<file path="src/rtl/dab_pkg.sv">
// ----------------------------------------------------------------------------
// DNS answer builder package
// Shared constants, operation codes, the job record passed to the output
// serializer and the answer record byte lookup.
// ----------------------------------------------------------------------------
package dab_pkg;

    // Answer table size and derived widths.
    localparam int MAX_ANSWERS = 16;
    localparam int IDX_W       = (MAX_ANSWERS > 1) ? $clog2(MAX_ANSWERS) : 1;
    localparam int CNT_W       = $clog2(MAX_ANSWERS + 1);

    // Query byte offset counter, saturating at its all-ones value.
    localparam int                OFS_W   = 9;
    localparam logic [OFS_W-1:0]  OFS_MAX = '1;

    // Header byte positions that are rewritten.
    localparam logic [OFS_W-1:0] OFS_FLAGS_HI = OFS_W'(2);
    localparam logic [OFS_W-1:0] OFS_FLAGS_LO = OFS_W'(3);
    localparam logic [OFS_W-1:0] OFS_ANCNT_HI = OFS_W'(6);
    localparam logic [OFS_W-1:0] OFS_ANCNT_LO = OFS_W'(7);

    // Operation codes.
    localparam logic [1:0] OP_LOAD  = 2'd0;
    localparam logic [1:0] OP_QUERY = 2'd1;
    localparam logic [1:0] OP_EMIT  = 2'd2;
    localparam logic [1:0] OP_NONE  = 2'd3;

    // Response flag bytes.
    localparam logic [7:0] FLAGS_HI       = 8'h81;
    localparam logic [7:0] RCODE_NXDOMAIN = 8'h83;
    localparam logic [7:0] RCODE_OK       = 8'h80;

    // Answer record fields.
    localparam logic [15:0] NAME_PTR  = 16'hC00C;
    localparam logic [15:0] TYPE_A    = 16'h0001;
    localparam logic [15:0] CLASS_IN  = 16'h0001;
    localparam logic [31:0] TTL_VALUE = 32'h000000B0;
    localparam logic [15:0] RDLENGTH  = 16'h0004;

    // Record byte index.
    localparam int               REC_W    = 4;
    localparam logic [REC_W-1:0] REC_LAST = '1;

    // One pending output job: a single query byte or a whole answer record.
    typedef struct packed {
        logic        is_record;
        logic [7:0]  data;
        logic [31:0] addr;
        logic        msg_end;
    } job_t;

    // Byte k of an answer record carrying address a.
    function automatic logic [7:0] rec_byte(input logic [REC_W-1:0] k,
                                            input logic [31:0] a);
        logic [7:0] b;
        unique case (k)
            4'd0:    b = NAME_PTR[15:8];
            4'd1:    b = NAME_PTR[7:0];
            4'd2:    b = TYPE_A[15:8];
            4'd3:    b = TYPE_A[7:0];
            4'd4:    b = CLASS_IN[15:8];
            4'd5:    b = CLASS_IN[7:0];
            4'd6:    b = TTL_VALUE[31:24];
            4'd7:    b = TTL_VALUE[23:16];
            4'd8:    b = TTL_VALUE[15:8];
            4'd9:    b = TTL_VALUE[7:0];
            4'd10:   b = RDLENGTH[15:8];
            4'd11:   b = RDLENGTH[7:0];
            4'd12:   b = a[31:24];
            4'd13:   b = a[23:16];
            4'd14:   b = a[15:8];
            4'd15:   b = a[7:0];
        endcase
        return b;
    endfunction

endpackage

</file>
<file path="src/rtl/dab_ctrl.sv">
// ----------------------------------------------------------------------------
// DNS answer builder control
// Holds the answer table and transaction state, decodes each accepted item
// and registers the resulting output job.
// ----------------------------------------------------------------------------
module dab_ctrl (
    input  logic           clk,
    input  logic           rst_n,
    input  logic           item_valid,
    output logic           item_stall,
    input  logic [1:0]     operation,
    input  logic [7:0]     query_byte,
    input  logic           is_last,
    input  logic [31:0]    address,
    input  logic           job_take,
    output logic           job_valid,
    output dab_pkg::job_t  job
);
    import dab_pkg::*;

    logic [31:0]      table_mem [MAX_ANSWERS];
    logic [CNT_W-1:0] count_reg, count_next;
    logic [CNT_W-1:0] ptr_reg, ptr_next;
    logic [CNT_W-1:0] ptr_inc;
    logic [OFS_W-1:0] ofs_reg, ofs_next;
    logic             job_valid_reg, job_valid_next;
    job_t             job_reg, job_new;
    logic             job_gen;
    logic             accept;
    logic             blocked;
    logic             table_wr;
    logic [7:0]       count_byte;

    assign item_stall = job_valid_reg && !job_take;
    assign accept     = item_valid && !item_stall;
    assign blocked    = (count_reg == '0) || (table_mem[0] == 32'd0);
    assign ptr_inc    = ptr_reg + CNT_W'(1);
    assign count_byte = 8'(count_reg);

    always_comb
    begin
        count_next = count_reg;
        ptr_next   = ptr_reg;
        ofs_next   = ofs_reg;
        table_wr   = 1'b0;
        job_gen    = 1'b0;
        job_new    = '{is_record: 1'b0, data: query_byte, addr: address, msg_end: 1'b0};
        if (accept)
        begin
            unique case (operation)
                OP_LOAD:
                begin
                    if (count_reg < CNT_W'(MAX_ANSWERS))
                    begin
                        table_wr   = 1'b1;
                        count_next = count_reg + CNT_W'(1);
                    end
                end
                OP_QUERY:
                begin
                    job_gen = 1'b1;
                    priority if (ofs_reg == OFS_FLAGS_HI)
                        job_new.data = FLAGS_HI;
                    else if (ofs_reg == OFS_FLAGS_LO)
                        job_new.data = blocked ? RCODE_NXDOMAIN : RCODE_OK;
                    else if (ofs_reg == OFS_ANCNT_HI)
                        job_new.data = 8'h00;
                    else if (ofs_reg == OFS_ANCNT_LO)
                        job_new.data = blocked ? 8'h00 : count_byte;
                    else
                        job_new.data = query_byte;
                    if (is_last)
                    begin
                        ofs_next = '0;
                        if (blocked)
                        begin
                            job_new.msg_end = 1'b1;
                            count_next      = '0;
                            ptr_next        = '0;
                        end
                    end
                    else if (ofs_reg != OFS_MAX)
                    begin
                        ofs_next = ofs_reg + OFS_W'(1);
                    end
                end
                OP_EMIT:
                begin
                    if (!blocked && (ptr_reg < count_reg))
                    begin
                        job_gen           = 1'b1;
                        job_new.is_record = 1'b1;
                        job_new.addr      = table_mem[ptr_reg[IDX_W-1:0]];
                        if (ptr_inc == count_reg)
                        begin
                            job_new.msg_end = 1'b1;
                            count_next      = '0;
                            ptr_next        = '0;
                        end
                        else
                        begin
                            ptr_next = ptr_inc;
                        end
                    end
                end
                OP_NONE:
                begin
                end
            endcase
        end
    end

    always_comb
    begin
        if (accept && job_gen)
            job_valid_next = 1'b1;
        else if (job_take)
            job_valid_next = 1'b0;
        else
            job_valid_next = job_valid_reg;
    end

    always_ff @(posedge clk or negedge rst_n)
    begin
        if (!rst_n)
        begin
            count_reg     <= '0;
            ptr_reg       <= '0;
            ofs_reg       <= '0;
            job_valid_reg <= 1'b0;
        end
        else
        begin
            count_reg     <= count_next;
            ptr_reg       <= ptr_next;
            ofs_reg       <= ofs_next;
            job_valid_reg <= job_valid_next;
        end
    end

    always_ff @(posedge clk)
    begin
        if (table_wr)
            table_mem[count_reg[IDX_W-1:0]] <= address;
        if (accept && job_gen)
            job_reg <= job_new;
    end

    assign job_valid = job_valid_reg;
    assign job       = job_reg;

endmodule

</file>
<file path="src/rtl/dab_serializer.sv">
// ----------------------------------------------------------------------------
// DNS answer builder output serializer
// Result register that sends a query byte as one transaction or an answer
// record as sixteen transactions.
// ----------------------------------------------------------------------------
module dab_serializer (
    input  logic           clk,
    input  logic           rst_n,
    input  logic           job_valid,
    input  dab_pkg::job_t  job,
    output logic           job_take,
    output logic           result_valid,
    input  logic           result_stall,
    output logic [7:0]     out_byte,
    output logic           run_last,
    output logic           message_end
);
    import dab_pkg::*;

    logic             busy_reg, busy_next;
    logic [REC_W-1:0] idx_reg, idx_next;
    job_t             cur_reg;
    logic             last_beat;
    logic             done;

    assign last_beat = !cur_reg.is_record || (idx_reg == REC_LAST);
    assign done      = busy_reg && !result_stall && last_beat;
    assign job_take  = !busy_reg || done;

    always_comb
    begin
        busy_next = busy_reg;
        idx_next  = idx_reg;
        if (job_take)
        begin
            busy_next = job_valid;
            idx_next  = '0;
        end
        else if (busy_reg && !result_stall)
        begin
            idx_next = idx_reg + REC_W'(1);
        end
    end

    always_ff @(posedge clk or negedge rst_n)
    begin
        if (!rst_n)
        begin
            busy_reg <= 1'b0;
            idx_reg  <= '0;
        end
        else
        begin
            busy_reg <= busy_next;
            idx_reg  <= idx_next;
        end
    end

    always_ff @(posedge clk)
    begin
        if (job_take && job_valid)
            cur_reg <= job;
    end

    assign result_valid = busy_reg;
    assign out_byte     = cur_reg.is_record ? rec_byte(idx_reg, cur_reg.addr) : cur_reg.data;
    assign run_last     = last_beat;
    assign message_end  = cur_reg.msg_end && last_beat;

endmodule

</file>
<file path="src/rtl/dns_answer_builder.sv">
// An accepted item's job is registered in the control stage and then in the serializer's
// result register, which offers it on the output. Throughput: load and query items are
// taken one per cycle unless item_stall is high; an emit item holds the output register
// for its sixteen record bytes, one record byte per cycle unless result_stall is high.
// Reset: rst_n (asynchronous, active low) clears the answer count, emit pointer,
// byte offset and all valid flags; the answer table itself is not cleared.
// ----------------------------------------------------------------------------
// DNS answer builder
// Builds an A-record response from a received query: address transactions
// fill the answer table, query bytes are echoed with the header flags and
// answer count rewritten, and each emit transaction produces one 16-byte
// answer record while an unsent answer remains and the first entry is nonzero.
// ----------------------------------------------------------------------------
module dns_answer_builder (
    input  logic        clk,
    input  logic        rst_n,
    input  logic        item_valid,
    output logic        item_stall,
    input  logic [1:0]  operation,
    input  logic [7:0]  query_byte,
    input  logic        is_last,
    input  logic [31:0] address,
    output logic        result_valid,
    input  logic        result_stall,
    output logic [7:0]  out_byte,
    output logic        run_last,
    output logic        message_end
);
    import dab_pkg::*;

    // The control stage updates the transaction state in the cycle a
    // transaction is accepted and registers at most one job. The serializer holds the
    // job being sent, so the control stage can take the next transaction
    // while a result still waits downstream.
    logic job_valid;
    logic job_take;
    job_t job;

    dab_ctrl u_ctrl (
        .clk        (clk),
        .rst_n      (rst_n),
        .item_valid (item_valid),
        .item_stall (item_stall),
        .operation  (operation),
        .query_byte (query_byte),
        .is_last    (is_last),
        .address    (address),
        .job_take   (job_take),
        .job_valid  (job_valid),
        .job        (job)
    );

    // Each query byte leaves as one transaction; a record leaves as sixteen,
    // with run_last on the final byte and message_end where the response ends.
    dab_serializer u_ser (
        .clk          (clk),
        .rst_n        (rst_n),
        .job_valid    (job_valid),
        .job          (job),
        .job_take     (job_take),
        .result_valid (result_valid),
        .result_stall (result_stall),
        .out_byte     (out_byte),
        .run_last     (run_last),
        .message_end  (message_end)
    );

endmodule

</file>
<file path="config.mk">
export PLATFORM = sky130hd
export DESIGN_NAME = dns_answer_builder
export DESIGN_NICKNAME = d
export VERILOG_FILES = /design/src/rtl/dab_pkg.sv /design/src/rtl/dab_ctrl.sv /design/src/rtl/dab_serializer.sv /design/src/rtl/dns_answer_builder.sv
export SDC_FILE = /design/constraint.sdc
export NUM_CORES = 1
export LEC_CHECK = 0
export BUFFER_PORTS_ARGS = -buffer_cell sky130_fd_sc_hd__buf_2
export CAP_MARGIN = 20
export CORE_MARGIN = 3
export CORE_UTILIZATION = 38
export CTS_BUF_LIST = sky130_fd_sc_hd__clkbuf_16
export CTS_CLUSTER_DIAMETER = 50
export DETAILED_ROUTE_END_ITERATION = 10
export SLEW_MARGIN = 30
export SYNTH_ARGS = -nofsm -noshare
export SYNTH_HDL_FRONTEND = slang
export SYNTH_SLANG_ARGS = --single-unit
</file>
<file path="constraint.sdc">
create_clock -name clk -period 9.5 [get_ports clk]
set_input_delay 0.475 -clock clk [delete_from_list [all_inputs] [get_ports clk]]
set_output_delay 0.475 -clock clk [all_outputs]
set_load 0.03 [all_outputs]
</file>
==> impl_results.md <==
- Worst slew pin tran: 0.9099 ns
- Slew headroom: 39.34%
- Die area: 68070 sq um
- Die Ht: 260.9 um
- Synth Area per Inst: 20.82 sq um
- Vias/cell: 5.501
- Most frequent cells in the layout: edfxtp_1 (596), mux4_2 (160), clkbuf_16 (69)
- Status: finished, final reports clean
- Final Hold Fails: 0
- Post-synth top area cell: edfxtp_1
- HP Start: query_byte[7]
- CP endpoint kind: flop
- PwrDens: 247.2 nW/um^2
- Worst min path class: input pin to flop
- Pre-Repair DR Iteration Count: 5
- Die X: 260.9 um
- CTS tree: yes
- CTS Sinks: 621
- Register area: 18530 sq um
- Register area share after synthesis: 75.01%
- Yosys top cell area share: 72.48%
- Final Slew Violations: 0
- YS warnings: 0
- First-pass GRT wire length: 81680 um
- Synth Net Count: 1253
- Critical Path Source Type: flop
- Top-level port count: 59
- CTS Buf Count: 68
- Maximum clock frequency: 260.6 MHz
- Most common cell after layout, fill and taps aside: edfxtp_1
- Worst EP required: 9.83 ns
- RSZ-0062 raised after global routing: false
- Synth unique cells: 64
- Wire per inst: 25.60 um
- Worst-skew pair later-pin latency: 0.60 ns
- Critical Path AT: 4.17 ns
- Final Skew: 0.02357 ns
- Reg2Reg Launch Point: u_ctrl.ptr_reg[0]
- Largest net degree at the start of global routing: 95
- Vias in the first global route: 12180
- Reg2Reg Depth: 10
- Number of synthesized flops with an enable pin: 596
- Overall Power: 6.988 mW
- Tcrit/Tclk final: 40.40%
- Gr usage total: 16.52%
- Synthesis-to-finish area growth: 14.47%
- Core area: 63660 sq um
- Initial antenna violation count: 5
- Post-DP HPWL: 29820 um
- Clock-pin transition on the worst setup and hold timing paths: 0.06 ns
- # fillers: 5378
- Post-layout minimum cycle time: 3.838 ns
- Footprint of the multi-input gates: 5931 sq um
- Ys async rst share: 4.026%
- Overflow after GRT: 0
- Final GP Congestion: 0.8271
- Synth Flop Type: edfxtp_1
- Final sum of negative setup slack: 0 ns
- Fin nets: 1342
- Post_cts resized: 0
- Endpoints failing setup: 0
- Hold path depth: 3
- Initial drt markers: 1394
- Initial Utilization: 38.79%
- Crit path launch: u_ctrl.ptr_reg[0]
- Routed WL: 55740 um
- Layout cell share with drive strength beyond 1: 30.25%
- Htree depth: 3
- Port bufs: 58
- Leak: 8.882 nW
- Residual DRC: 0
- Max Fanout on Critical Path: 94
- Yosys reg bits: 621
- Max_cap viols: 0
- Vias: 11980
- Max reg flops: 512
- Setup bufs post-CTS: 0
- Gate Count Post-Synth: 1186
- Row Count: 92
- Netlist Area Pre-Place: 24690 sq um
- Worst vdd ir: 0.1494 mV
- CTS max path bufs: 3
- Clk root buf: clkbuf_16
- Antenna-violating nets left: 0
- Top cells by area, synth: edfxtp_1 (72%), mux4_2 (15%), dfrtp_1 (2.5%), mux2_2 (1.1%), ha_1 (1.0%)
- Kind of critical path: flop to flop
## repair_timing
| action | CTS | global route |
|---|---|---|
| hold endpoints to repair | 25 | 0 |
| hold buffers | 1 | 0 |
| endpoints found under the setup margin | 0 | 0 |
## path summary, 6_finish.rpt
kind                                endpoint  slack, ns
min in group asynchronous  u_ctrl.ofs_reg[5]       0.45
min reg2reg                u_ser.cur_reg[39]       0.42
min                           u_ctrl.job[40]       0.25
max reg2reg                   u_ctrl.job[27]       5.66
max in group asynchronous  u_ctrl.ptr_reg[1]       8.58
max                           u_ctrl.job[27]       5.66
## cell type report
type                       count  area share, %
antenna                        2        0.01771
timing repair buffer          83          1.828
inverter                      21         0.2789
multi-input combinational    480          20.98
clock inverter                55          1.470
tap                          846          3.745
sequential                   621          65.57
clock buffer                  69          6.109
## where the power goes
group	leakage, nW	internal (mW)	switching (mW)	total [mW]
registers	5.67	3.09	0.146	3.23
logic	2.10	0.663	0.577	1.24
clock network	1.11	1.45	1.07	2.52
## per-layer routing
layer | track usage [%] | routed length, um
met5 | 0 | 20
met4 | 4.460 | 1277
met3 | 3.852 | 3836
met2 | 25.73 | 26450
met1 | 23.52 | 24160
## per-stage QoR
stage	util (%)	instances	setup slack [ns]	instance area (sq um)	hold slack, ns
floorplan	-	1186	5.464	24690	0.1794
global placement	40.96	2049	5.582	26080	0.4028
detailed placement	41.01	2050	5.561	26110	0.4045
CTS	44.39	2175	5.540	28260	0.2093
global route	44.40	2176	5.332	28260	0.2426
finish	44.40	2177	5.662	28260	0.2466
## kinds of logic (layout without fill, tap and decap cells)
group / after synthesis / in the layout / synth area share [%]
AND/OR/NAND/NOR: 153 / 153 / 3.187
flip-flops: 621 / 621 / 75.01
buffers and inverters: 85 / 228 / 1.459
AO/OA/AOI/OAI: 103 / 103 / 2.807
other: 0 / 2 / 0
adder cells (fa/ha/maj): 20 / 20 / 1.013
XOR/XNOR: 6 / 6 / 0.2128
multiplexers: 198 / 198 / 16.31
## synthesized netlist by cell type (3+ instances only)
| cell | n |
|---|---|
| edfxtp_1 | 596 |
| mux4_2 | 160 |
| nor2_1 | 36 |
| clkbuf_1 | 35 |
| o21ai_0 | 31 |
| nand2_1 | 27 |
| dfrtp_1 | 25 |
| mux2_2 | 25 |
| a21oi_1 | 24 |
| inv_1 | 21 |
| ha_1 | 20 |
| buf_2 | 18 |
| nand3_1 | 18 |
| nor3_1 | 18 |
| nor4_1 | 11 |
| mux2_1 | 9 |
| buf_1 | 8 |
| nand4_1 | 7 |
| nor2b_1 | 7 |
| a22oi_1 | 6 |
| a222oi_1 | 5 |
| and2_1 | 5 |
| nand2b_1 | 5 |
| nor3b_1 | 5 |
| xor2_1 | 5 |
| a21boi_0 | 4 |
| mux2i_1 | 4 |
| a31oi_1 | 3 |
| o22ai_1 | 3 |
## critical path: stages (launching register included)
cell and delay [ns]:
dfrtp_4 0.95, buf_12 0.65, inv_1 0.20, ha_1 0.25, nor2b_1 0.13, o2111ai_1 0.13, nand3_1 0.14, nor3_1 0.08
and2_2 0.21, buf_4 0.32, mux2_1 0.40
Power figures use the tool's default switching activity.
